### config.mk
export PLATFORM = sky130hd
export DESIGN_NAME = lzcd_judge
export DESIGN_NICKNAME = d
export VERILOG_FILES = /design/src/rtl/lzcd_pkg.sv /design/src/rtl/lzcd_judge.sv
export SDC_FILE = /design/constraint.sdc
export NUM_CORES = 1
export LEC_CHECK = 0
export ABC_AREA = 0
export BUFFER_PORTS_ARGS = -buffer_cell sky130_fd_sc_hd__buf_4
export CAP_MARGIN = 5
export CORE_MARGIN = 2
export CORE_UTILIZATION = 30
export DETAILED_ROUTE_END_ITERATION = 12
export GPL_TIMING_DRIVEN = 0
export HOLD_SLACK_MARGIN = 0.05
export PLACE_DENSITY_LB_ADDON = 0.1
export SYNTH_ARGS = -nofsm -noshare
export SYNTH_HDL_FRONTEND = slang
export SYNTH_SLANG_ARGS = --single-unit
### constraint.sdc
create_clock -name clk -period 7.9 [get_ports clk]
set_clock_uncertainty 0.1 [all_clocks]
set_input_delay 1.185 -clock clk [delete_from_list [all_inputs] [get_ports clk]]
set_output_delay 1.185 -clock clk [all_outputs]
set_load 0.05 [all_outputs]
### src/rtl/lzcd_pkg.sv
`default_nettype none

package lzcd_pkg;

  localparam int SAMPLE_BITS   = 16;
  localparam int COORD_W       = 11;
  localparam int IMG_W_BITS    = 12;
  localparam int THR_BITS      = 19;
  localparam int MAX_WIDTH_DEF  = 2048;
  localparam int MAX_HEIGHT_DEF = 2048;

  localparam int APB_ADDR_W = 4;
  localparam int APB_DATA_W = 32;
  localparam int REG_IDX_W  = 2;

  localparam logic [IMG_W_BITS-1:0] IMG_W_RESET = IMG_W_BITS'(640);
  localparam logic [THR_BITS-1:0]   THR_RESET   = THR_BITS'(41);

  localparam logic MODE_QUAD = 1'b0;
  localparam logic MODE_RING = 1'b1;
  localparam logic MODE_RESET = MODE_QUAD;

  typedef enum logic [REG_IDX_W-1:0] {
    REG_IMAGE_WIDTH    = 2'd0,
    REG_NEIGHBOR_MODE  = 2'd1,
    REG_EDGE_THRESHOLD = 2'd2
  } reg_idx_t;

  // quadrant sums of four samples need two guard bits
  localparam int SUM_W  = SAMPLE_BITS + 2;
  localparam int DIFF_W = SUM_W + 1;
  localparam int CMP_W  = ((DIFF_W > THR_BITS) ? DIFF_W : THR_BITS) + 1;
  localparam int NCAND  = 8;

  localparam int OQ_DEPTH = 8;
  localparam int OQ_PTR_W = $clog2(OQ_DEPTH);
  localparam int OQ_CNT_W = $clog2(OQ_DEPTH + 1);

  typedef logic signed [SAMPLE_BITS-1:0] smp_t;
  typedef logic signed [SUM_W-1:0]       sum_t;
  typedef smp_t [2:0][2:0]               win_t;

  typedef struct packed {
    logic signed [SAMPLE_BITS-1:0] sample;
    logic                          frame_start;
  } in_item_t;

  typedef struct packed {
    logic               edge_res;
    logic [COORD_W-1:0] pixel_row;
    logic [COORD_W-1:0] pixel_column;
  } out_item_t;

  typedef struct packed {
    logic [COORD_W-1:0] row;
    logic [COORD_W-1:0] col;
  } coord_t;

  typedef struct packed {
    logic   ev;
    coord_t pos;
  } tag_t;

  typedef struct packed {
    logic a_ev;
    logic b_ev;
    logic c_ev;
  } jdg_status_t;

  typedef struct packed {
    logic      valid;
    out_item_t item;
  } jdg_out_t;

endpackage

`default_nettype wire

### src/rtl/lzcd_judge.sv
`default_nettype none

module lzcd_judge (
  input  logic                           clk,
  input  logic                           rst_n,
  input  lzcd_pkg::win_t                 win_i,
  input  logic                           mode_i,
  input  logic [lzcd_pkg::THR_BITS-1:0]  thr_i,
  input  lzcd_pkg::tag_t                 tag_i,
  output lzcd_pkg::jdg_status_t          status_o,
  output lzcd_pkg::jdg_out_t             res_o
);
  import lzcd_pkg::*;

  function automatic sum_t sx(input smp_t s);
    return sum_t'(s);
  endfunction

  sum_t      cand_nxt [NCAND];
  sum_t      cand_r   [NCAND];
  sum_t      quad     [4];
  sum_t      hi1 [4];
  sum_t      lo1 [4];
  sum_t      hi2 [2];
  sum_t      lo2 [2];
  sum_t      hi_nxt, lo_nxt;
  sum_t      hi_r, lo_r;
  logic      a_ev_r, b_ev_r, c_ev_r;
  coord_t    a_pos_r, b_pos_r;
  out_item_t res_item_r;

  logic signed [CMP_W-1:0] spread;
  logic signed [CMP_W-1:0] thr_ext;
  logic                    edge_nxt;

  // stage A: candidate values
  always_comb begin
    quad[0] = sx(win_i[1][1]) + sx(win_i[0][1]) + sx(win_i[0][0]) + sx(win_i[1][0]);
    quad[1] = sx(win_i[1][1]) + sx(win_i[1][0]) + sx(win_i[2][0]) + sx(win_i[2][1]);
    quad[2] = sx(win_i[1][1]) + sx(win_i[2][1]) + sx(win_i[2][2]) + sx(win_i[1][2]);
    quad[3] = sx(win_i[1][1]) + sx(win_i[1][2]) + sx(win_i[0][2]) + sx(win_i[0][1]);
    unique case (mode_i)
      MODE_QUAD: begin
        for (int k = 0; k < 4; k++) begin
          cand_nxt[k]     = quad[k];
          cand_nxt[k + 4] = quad[k];
        end
      end
      MODE_RING: begin
        cand_nxt[0] = sx(win_i[0][0]);
        cand_nxt[1] = sx(win_i[0][1]);
        cand_nxt[2] = sx(win_i[0][2]);
        cand_nxt[3] = sx(win_i[1][0]);
        cand_nxt[4] = sx(win_i[1][2]);
        cand_nxt[5] = sx(win_i[2][0]);
        cand_nxt[6] = sx(win_i[2][1]);
        cand_nxt[7] = sx(win_i[2][2]);
      end
      default: begin
        for (int k = 0; k < NCAND; k++) cand_nxt[k] = '0;
      end
    endcase
  end

  // stage B: max / min tree
  always_comb begin
    for (int k = 0; k < 4; k++) begin
      hi1[k] = (cand_r[2*k] > cand_r[2*k+1]) ? cand_r[2*k] : cand_r[2*k+1];
      lo1[k] = (cand_r[2*k] < cand_r[2*k+1]) ? cand_r[2*k] : cand_r[2*k+1];
    end
    for (int k = 0; k < 2; k++) begin
      hi2[k] = (hi1[2*k] > hi1[2*k+1]) ? hi1[2*k] : hi1[2*k+1];
      lo2[k] = (lo1[2*k] < lo1[2*k+1]) ? lo1[2*k] : lo1[2*k+1];
    end
    hi_nxt = (hi2[0] > hi2[1]) ? hi2[0] : hi2[1];
    lo_nxt = (lo2[0] < lo2[1]) ? lo2[0] : lo2[1];
  end

  // stage C: sign change and spread check
  always_comb begin
    spread   = CMP_W'(hi_r) - CMP_W'(lo_r);
    thr_ext  = $signed(CMP_W'(thr_i));
    edge_nxt = (hi_r > 0) && (lo_r < 0) && (spread > thr_ext);
  end

  always_ff @(posedge clk) begin
    if (!rst_n) begin
      a_ev_r <= 1'b0;
      b_ev_r <= 1'b0;
      c_ev_r <= 1'b0;
    end else begin
      a_ev_r <= tag_i.ev;
      b_ev_r <= a_ev_r;
      c_ev_r <= b_ev_r;
    end
  end

  always_ff @(posedge clk) begin
    for (int k = 0; k < NCAND; k++) cand_r[k] <= cand_nxt[k];
    a_pos_r                 <= tag_i.pos;
    hi_r                    <= hi_nxt;
    lo_r                    <= lo_nxt;
    b_pos_r                 <= a_pos_r;
    res_item_r.edge_res     <= edge_nxt;
    res_item_r.pixel_row    <= b_pos_r.row;
    res_item_r.pixel_column <= b_pos_r.col;
  end

  assign status_o.a_ev = a_ev_r;
  assign status_o.b_ev = b_ev_r;
  assign status_o.c_ev = c_ev_r;
  assign res_o.valid   = c_ev_r;
  assign res_o.item    = res_item_r;

endmodule

`default_nettype wire

; ---- Word-level counts from Yosys, hierarchy flattened
; Memories as Yosys holds them, arrays and structs flattened.
; Cells that the tools add are included.
[classes]
n_mux = 15
bitwise_logic = 1
addsub = 13
reduce_logical = 2
n_lt_le_gt_ge = 17
[op_table]
columns = cell, n
row1 = $pmux W144 S2, 1
row2 = $mux W18, 14
row3 = $gt A18 B18 Y1, 7
row4 = $lt A18 B18 Y1, 7
row5 = $add A17 B16 Y18, 4
row6 = $add A18 B16 Y18, 4
row7 = $add A16 B16 Y17, 4
row8 = $gt A19 B20 Y1, 1
row9 = $sub A18 B18 Y19, 1
row10 = $gt A18 B1 Y1 const B, 1
row11 = $lt A18 B1 Y1 const B, 1
row12 = $logic_and A1 B1 Y1, 2
row13 = $not A1 Y1, 1
[word_totals]
ramBits = 144
out_inout_bits = 27
register_bits = 106
mem_count = 1
inputBits = 189
[memory_table]
columns = name, words, word_bits, read_ports, rd_ports_with_merged_regs, wr, line_no
row1 = cand_r, 8, 18, 8, 0, 8, lzcd_judge.sv:20  ; sum_t cand_r [NCAND];

; ---- Logic depth before layout (Yosys ltp)
; Gate-level depths: netlist of the first run.
; An unclocked memory read counts as a cell.
[depth]
depth_word = 7
depth_mapped = 40

; ---- Worst setup path before layout of the first run
; OpenSTA, ideal clock, no wires.
[synth_path]
path_kind = reg2reg
startpoint = mem cand_r[1][35] in the netlist's numbering
endpoint = reg hi_r[10]
n_path_buf = 6
path_stages_with_launch = 41
setup_time_ns = 0.121
period_less_slack_ns = 7.625
path_slack_ns = 0.275
arrival_time_ns = 7.405
cell_sequence = dfxtp_1 -> inv_1 -> ha_1 -> nand3_1 -> nor2_1 -> nand2_1 -> or4_1 -> clkbuf_1 -> nand2_1 -> clkbuf_1 -> mux2i_1 -> inv_1 -> ha_1 -> a21o_1 -> a21oi_1 -> nor2b_1 -> o21ai_0 -> a21oi_1 -> [... 5 more ...] -> buf_4 -> buf_6 -> mux2i_1 -> inv_1 -> ha_1 -> a21oi_1 -> nor2b_1 -> o21ai_0 -> a21oi_1 -> a211oi_1 -> o21ai_0 -> a21oi_1 -> nand3_1 -> o21ai_0 -> a31o_2 -> buf_1 -> clkbuf_1 -> mux2_2
[synth_lines]
columns = item, line_no
row1 = "start, declared", lzcd_judge.sv:20
row2 = "end signal, assigned", lzcd_judge.sv:101  ; hi_r <= hi_nxt;
row3 = "end, declared", lzcd_judge.sv:27  ; sum_t hi_r, lo_r;

==> impl_metrics.yaml, run 1 <==
final_layout:
  multi_input_area_mm2: 0.0145
  sequential_cell_area_in_the_final_layout_mm2: 0.00503
  num-nets-final: 3121
  layout.cell_area.non_filler_mm2: 0.0250
  synthToLayoutAreaGrowth_pct: 22.0
  layout_common_cells: "ha_1 (271), inv_1 (269), buf_4 (254)"
  layout_commonest_cell: "ha_1"
  fraction_of_layout_cells_with_a_size_suffix_above_1: 0.181
  final.fill_count: 6913
clocking:
  cts.path.max_buffers: 3
  clk_pin_slew_worst_paths_ns: 0.06
  tritoncts: "done"
  insertion_delay_ns: 0.59
  clkSinkCount: 250
  ctsRootBufferMaster: "clkbuf_16"
  tritoncts.num_buffers: 29
  h_tree_depth: 1
yosys:
  synth_top_area_cell: "dfxtp_1"
  yosys_warnings: 0
  postSynthCellCount: 2243
  ys_top_cells_by_area: "dfxtp_1 (24%), ha_1 (17%), fa_1 (13%)"
  syn-num-nets: 2842
  synth_top_area_frac: 0.245
  seq_area_frac_synth: 0.245
  postSynthAreaPerCell_um2: 9.12
  yosys_most_used_dff: "dfxtp_1"
  synth_area_mm2: 0.0205
  synth.ff_latch_count: 250
  yosys.cell_types.count: 71
  synth_enable_flop_cells: 0
  postSynth.asyncResetShare: 0
floorplanning:
  initial_core_util: 0.304
  die_height_um: 265
  design.core.area_mm2: 0.0673
  boundary_pin_count: 216
  core.rowCount: 95
  floorplan.die.width_um: 265
  die_area_mm2: 0.0703
critical_path:
  timing.rr.end: "hi_r[2]"
  regToRegStartpoint: "cand_r[1][62]"
  worst_setup_path_start_kind: "flop"
  worstSetupPathDepth: 35
  reg2regPathDepth: 35
  cp-end-kind: "flop"
  timing.critical_path.slowest_cell_delay_ns: 0.56
  worstPathArrival_ns: 7.97
  cp_top_family: "compound AO/OA/AOI/OAI gates"
  timing.critical_path.slowest_stage_cell: "or4_4"
  critical_path.startpoint: "cand_r[1][62]"
  timing.reg2reg.setup_slack_ns: 0.30
  critical_path_class: "reg -> reg"
  crit_path_max_fanout: 10
  worst_ep_required_time_ns: 8.27
  path_buf_inv: 7
  worstSetupEndpoint: "hi_r[2]"
run:
  max_cap_viol_count: 0
place:
  post-dp-hpwl_mm: 64.7
  io_buffer_count: 214
  placedInstanceArea_mm2: 0.0232
  globalplace.congestion: 0.910
drt:
  drtIter0Drc: 948
  num_vias: 16900
  firstDrtPassIters: 5
  routed_wl_mm: 74.5
  post-route-drc-count: 0
  antenna_violating_nets_post_route: 0
  vias_per_cell: 4.95
  routed_wire_length_per_instance_um: 21.8
global_route:
  use_met2: 0.363
  gr-max-usage-layer: "met2"
  initial_antenna_violation_count: 1
  grt_pass1_vias: 17600
  grt_overflow_total: 0
  pin_count_of_the_biggest_net_entering_global_routing: 20
  groute.usage.overall: 0.210
  grt_use_met1: 0.274
  globalRouteMet3Util: 0.0293
  grt_first_pass_wirelength_mm: 109
timing:
  setup_viol_count_final: 0
  fmax_mhz: 132
  final_min_period_over_clock_period: 0.962
  timing.slew.headroom: 0.285
  timing.final.max_slew_violations: 0
  tightest_slew_ns: 1.07
  hold_violations: 0
  final_period_minus_worst_setup_slack_ns: 7.60
worst_hold_path:
  hp-class: "reg -> reg"
  min-delay-start: "a_pos_r[8]"
status:
  status: "complete, no violations"
## kinds of logic (layout without fill, tap and decap cells)
logic type,Yosys count,count (layout),share of synthesized area
xor gates and xnor gates,57,57,0.0244
muxes,217,217,0.110
buffers and inverters,330,629,0.0634
DFF,250,250,0.245
and+or+nand+nor,548,548,0.126
adders and majority gates,410,410,0.300
other,0,1,0
AOI/OAI and AO/OA,431,431,0.132
## through the flow
step	util	hold slack [ns]	setup TNS (ns)	setup WS (ns)	cells
after global placement	0.344	0.210	-58.56	-2.09	3330
final	0.371	0.223	0	0.298	3416
after global routing	0.371	0.228	-0.00285	-0.00244	3415
after floorplan	-	0.210	0	0.275	2243
after detailed placement	0.344	0.212	-60.78	-2.14	3330
after CTS	0.363	0.226	0	0.00208	3387
## cell usage after synthesis, types with 9 or more instances
| cell type | n |
|---|---|
| a211oi_1 | 12 |
| a21boi_0 | 10 |
| a21o_1 | 77 |
| a21oi_1 | 151 |
| clkbuf_1 | 42 |
| dfxtp_1 | 250 |
| fa_1 | 133 |
| ha_1 | 277 |
| inv_1 | 269 |
| mux2_1 | 11 |
| mux2_2 | 44 |
| mux2i_1 | 162 |
| nand2_1 | 178 |
| nand2b_1 | 34 |
| nand3_1 | 34 |
| nand4_1 | 39 |
| nor2_1 | 144 |
| nor2b_1 | 34 |
| nor3_1 | 33 |
| nor4_1 | 9 |
| o2111ai_1 | 10 |
| o211ai_1 | 10 |
| o21a_1 | 15 |
| o21ai_0 | 92 |
| or3_1 | 14 |
| xnor2_1 | 43 |
| xor2_1 | 14 |
## worst reg2reg max path: cells and delay by family, from the launching register on
kind                       cells  cell delay, ns
AOI/OAI and AO/OA             13            2.26
and+or+nand+nor                8            1.56
muxes                          4            1.19
buffers and inverters          7            1.05
adders and majority gates      3            0.90
DFF                            1            0.42
## cell type report
| cell class | instances | share of cell area |
|---|---|---|
| antenna | 1 | 0.000100 |
| inverter | 269 | 0.0405 |
| buffer | 57 | 0.0161 |
| sequential | 250 | 0.202 |
| clock buffer | 39 | 0.0322 |
| tap | 873 | 0.0438 |
| multi-input combinational | 1663 | 0.582 |
| clock inverter | 12 | 0.00657 |
| timing repair buffer | 252 | 0.0773 |
## state kept, by name (all words and copies together), names as in the netlist
register,count
cand_r,144
b_pos_r,22
a_pos_r,22
a_ev_r,1
b_ev_r,1
c_ev_r,1
lo_r,18
hi_r,18
res_o,23
## per-layer routing
layer  wire length (µm)  up-vias
met3               3110       92
li1                   -     8261
met4               2200        0
met1              33600     8188
met2              35700      369
met5                  0        -
## how the worst min path moves through the flow
stage | end | slack, ns | cells past startpoint
6_report | b_pos_r[8] | 0.22 | 0
5_1_grt | res_o[1] | 0.23 | 0
4_1_cts | res_o[20] | 0.23 | 0
3_5_place_dp | b_pos_r[10] | 0.21 | 0
3_3_place_gp | res_o[4] | 0.21 | 0
2_1_floorplan | b_pos_r[0] | 0.21 | 0
## timing repair
item,CTS,global route
pin swaps,5,13
hold buffers,0,0
endpoints found under the setup margin,36,35
gates resized for setup,77,81
setup buffers,9,27
gates cloned,0,2
Power of run 1 is not shown: default switching activity piles up to over one toggle a cycle in this logic, so the estimate is an artifact.
==> run 2: changes to the inputs <==
--- a/config.mk
+++ b/config.mk
@@ -14,6 +14,7 @@
 export GPL_TIMING_DRIVEN = 0
 export HOLD_SLACK_MARGIN = 0.05
 export PLACE_DENSITY_LB_ADDON = 0.1
+export RECOVER_POWER = 25
 export SYNTH_ARGS = -nofsm -noshare
 export SYNTH_HDL_FRONTEND = slang
 export SYNTH_SLANG_ARGS = --single-unit
==> run 2 against run 1 <==
Net effect:
- first-iteration DRC count rose by 2.0%
- critical path type unchanged
- global-route usage did not move
- register-to-register slack barely moved
==> impl_metrics.yaml, run 2 (same netlist as run 1, synthesis figures left out) <==
place:
  placed_cells_incl_taps: 3330
  io_buffer_count: 214
  post-dp-hpwl_mm: 64.7
  globalplace.congestion: 0.910
clocking:
  cts.hold.buffers_added: 0
  cts.path.max_buffers: 3
  insertion_delay_ns: 0.59
  h_tree_depth: 1
  clkSinkCount: 250
  tritoncts.num_buffers: 29
  clk_pin_slew_worst_paths_ns: 0.06
  ctsRootBufferMaster: "clkbuf_16"
  tritoncts: "done"
floorplanning:
  die_height_um: 265
  die_area_mm2: 0.0703
  design.core.area_mm2: 0.0673
  boundary_pin_count: 216
  core.rowCount: 95
  initial_core_util: 0.304
  floorplan.die.width_um: 265
critical_path:
  timing.critical_path.slowest_cell_delay_ns: 0.63
  worst_ep_required_time_ns: 8.27
  critical_path_class: "reg -> reg"
  crit_path_max_fanout: 10
  timing.critical_path.slowest_stage_cell: "mux2i_1"
  worst_setup_path_start_kind: "flop"
  cp-end-kind: "flop"
  worstPathArrival_ns: 7.97
worst_hold_path:
  hp-class: "reg -> reg"
timing:
  whs_ns: 0.222
  final_period_minus_worst_setup_slack_ns: 7.60
  timing.final.max_slew_violations: 0
  tightest_slew_ns: 1.07
  timing.slew.headroom: 0.285
  setup_viol_count_final: 0
  hold_violations: 0
  final_min_period_over_clock_period: 0.962
  fmax_mhz: 132
global_route:
  grt_overflow_total: 0
  initial_antenna_violation_count: 1
  grt_pass1_vias: 17600
  pin_count_of_the_biggest_net_entering_global_routing: 20
  grt_first_pass_wirelength_mm: 109
  groute.usage.overall: 0.210
drt:
  routed_wl_mm: 74.5
  routed_wire_length_per_instance_um: 21.8
  vias_per_cell: 4.94
  antenna_violating_nets_post_route: 0
  drtIter0Drc: 967
  num_vias: 16900
  post-route-drc-count: 0
  firstDrtPassIters: 5
final_layout:
  layout_common_cells: "ha_1 (271), inv_1 (269), buf_4 (231)"
  fraction_of_layout_cells_with_a_size_suffix_above_1: 0.181
  finish.cell_count_without_fillers: 3416
  final.fill_count: 6913
  num-nets-final: 3121
  synthToLayoutAreaGrowth_pct: 22.0
  layout_commonest_cell: "ha_1"
  regMostFlops: "cand_r"
  largest_reg_flops: 144
run:
  max_cap_viol_count: 0
status:
  status: "complete, no violations"
[run 2: cell count changes in the layout (fill, tap and decap cells not counted)]
cell	before	now
buf_4	254	231
clkbuf_4	6	29
and2_0	0	1
and2_1	5	4
[run 2: metal layers]
layer	part of all wire	GRT usage	vias to the layer above
met5	0	0	-
met2	0.48	0.363	339
li1	-	-	8265
met4	0.030	0.0597	0
met3	0.039	0.0293	94
met1	0.45	0.274	8162
[run 2: timing repair]
action | CTS | global route
cloned | 0 | 2
setup endpoints to repair | 36 | 35
pin swaps | 5 | 13
setup buffers | 9 | 27
resized for setup | 77 | 81
[run 2: area by class of cell]
cell class	instances	area, µm²	area share
inverters	269	1010	0.0405
clock inverters	12	164	0.00657
diodes	1	2.50	0.000100
clock buffers	39	803	0.0322
repair buffers	252	1930	0.0773
multi-input cells	1663	14500	0.582
plain buffers	57	403	0.0161
well taps	873	1090	0.0438
flip-flops and latches	250	5030	0.202
[run 2: stage by stage]
| stage | setup slack, ns | util | instance area [µm²] | TNS (ns) |
|---|---|---|---|---|
| after CTS | 0.00208 | 0.363 | 24400 | 0 |
| after global placement | -2.09 | 0.344 | 23200 | -58.56 |
| after global routing | -0.00244 | 0.371 | 25000 | -0.00285 |
| after detailed placement | -2.14 | 0.344 | 23200 | -60.78 |
| after floorplan | 0.275 | - | 20500 | 0 |
| final | 0.299 | 0.371 | 25000 | 0 |
[run 2: final timing paths]
| path | startpoint | endpoint | slack, ns | cells past startpoint |
|---|---|---|---|---|
| max | cand_r[0][23] | hi_r[2] | 0.30 | 32 |
| min | a_pos_r[8] | b_pos_r[8] | 0.22 | 0 |
| max reg2reg | cand_r[0][23] | hi_r[2] | 0.30 | 32 |
| min reg2reg | a_pos_r[8] | b_pos_r[8] | 0.22 | 0 |
[run 2: critical path: cells and delay by family (launching register included)]
family | cells | cell delay (ns)
flops | 1 | 0.40
fa+ha+maj | 3 | 1.05
mux | 3 | 1.25
compound gates | 10 | 1.65
buf+inv | 7 | 1.01
simple gates | 9 | 1.99
Power of run 2 is left out for the same reason.
==> run 3: changes to the inputs <==
--- a/config.mk
+++ b/config.mk
@@ -15,6 +15,7 @@
 export HOLD_SLACK_MARGIN = 0.05
 export PLACE_DENSITY_LB_ADDON = 0.1
 export RECOVER_POWER = 25
+export REMOVE_ABC_BUFFERS = 1
 export SYNTH_ARGS = -nofsm -noshare
 export SYNTH_HDL_FRONTEND = slang
 export SYNTH_SLANG_ARGS = --single-unit
==> run 3 against run 2 <==
Net effect:
- first-iteration DRC count is 11% lower
- flip-flop and latch count did not move
- die area is the same
- largest cell class unchanged
- worst setup slack lost 0.074 ns
- register-to-register slack worse by 0.07 ns
- clock-buffer cell count is 3 lower
- hold slack improved by 0.0026 ns
- final area is 0.79% lower
- maximum frequency down 0.96%
- cell count fell by 0.91%
- via count decreased by 1.4%
==> impl_metrics.yaml, run 3 (same netlist as run 1, synthesis figures left out) <==
final_layout:
  regMostFlops: "cand_r"
  diodes: 0
  layout_commonest_cell: "ha_1"
  synthToLayoutAreaGrowth_pct: 21.0
  largest_reg_flops: 144
  final.fill_count: 6916
  layout_common_cells: "ha_1 (276), inv_1 (269), dfxtp_1 (248)"
  num-nets-final: 3089
  fraction_of_layout_cells_with_a_size_suffix_above_1: 0.170
worst_hold_path:
  hp-class: "reg -> reg"
run:
  max_cap_viol_count: 0
critical_path:
  timing.critical_path.slowest_stage_cell: "or4_4"
  worst_setup_path_start_kind: "flop"
  worst_ep_required_time_ns: 8.24
  cp-end-kind: "flop"
  crit_path_max_fanout: 9
  cp_top_family: "compound AO/OA/AOI/OAI gates"
  timing.critical_path.slowest_cell_delay_ns: 0.53
  path_buf_inv: 5
  worstPathArrival_ns: 8.01
  critical_path_class: "reg -> reg"
timing:
  setup_viol_count_final: 0
  final_period_minus_worst_setup_slack_ns: 7.67
  timing.final.max_slew_violations: 0
  hold_violations: 0
  tightest_slew_ns: 0.939
  final_min_period_over_clock_period: 0.971
  whs_ns: 0.225
  timing.slew.headroom: 0.366
  fmax_mhz: 130
global_route:
  grt_overflow_total: 0
  groute.usage.overall: 0.187
  pin_count_of_the_biggest_net_entering_global_routing: 136
  grt_pass1_vias: 16800
  initial_antenna_violation_count: 1
  grt_first_pass_wirelength_mm: 99.8
drt:
  antenna_violating_nets_post_route: 0
  vias_per_cell: 4.91
  num_vias: 16600
  routed_wire_length_per_instance_um: 19.7
  post-route-drc-count: 0
  drtIter0Drc: 856
  routed_wl_mm: 66.8
  firstDrtPassIters: 5
floorplanning:
  initial_core_util: 0.304
  die_height_um: 265
  floorplan.die.width_um: 265
  boundary_pin_count: 216
  core.rowCount: 95
  die_area_mm2: 0.0703
  design.core.area_mm2: 0.0673
status:
  status: "complete, no violations"
place:
  globalplace.congestion: 0.869
  post-dp-hpwl_mm: 57.3
  io_buffer_count: 215
clocking:
  insertion_delay_ns: 0.57
  ctsRootBufferMaster: "clkbuf_16"
  cts.path.max_buffers: 3
  clkSinkCount: 250
  tritoncts: "done"
  clk_pin_slew_worst_paths_ns: 0.06
  tritoncts.num_buffers: 28
  h_tree_depth: 1
run 3: changes by cell type in the layout (fill, tap and decap cells not counted), sizes merged, moves of 2 or more:
cell / before / now
clkbuf: 101 / 59
buf: 247 / 252
clkinv: 3 / 6
inv: 271 / 273
run 3: stage by stage:
stage	std cells	setup TNS [ns]	setup WS, ns	area [µm²]	util
final	3385	0	0.226	24800	0.368
after global routing	3385	-0.0623	-0.0169	24800	0.368
after CTS	3344	0	0.0125	24200	0.360
after detailed placement	3277	-48.38	-1.47	23000	0.342
after global placement	3270	-91.90	-3.16	22900	0.340
after floorplan	2182	-4.68	-0.272	20200	-
run 3: path summary, 6_finish.rpt:
check                                   start  endpoint  slack, ns  cells after the start
worst min-delay path               b_pos_r[6]  res_o[6]       0.22                      0
worst max-delay path            cand_r[1][71]  hi_r[11]       0.23                     32
worst max register to register  cand_r[1][71]  hi_r[11]       0.23                     32
worst min register to register     b_pos_r[6]  res_o[6]       0.22                      0
run 3: metal layers:
metal	vias up	global-route usage	routed length, µm
li1	8204	-	-
met1	8026	0.261	32000
met2	320	0.318	31500
met3	73	0.0140	2040
met4	0	0.0366	1360
met5	-	0	0
run 3: final cells by class:
class                      instances  area, µm²  share of cell area
inverter                         269       1010              0.0408
timing repair buffer             275       2230              0.0901
multi-input combinational       1666      14500               0.585
clock buffer                      36        782              0.0316
tap                              873       1090              0.0441
clock inverter                    16        158             0.00637
sequential                       250       5010               0.202
run 3: timing repair:
item                                    in CTS  in global routing
buffers inserted                            14                 39
resized for setup                           14                 46
endpoints found under the hold margin        0                  0
pin swaps                                    3                 14
hold buffers                                 0                  0
endpoints found under the setup margin      36                 36
cloned                                       1                  2
Power of run 3 is left out for the same reason.
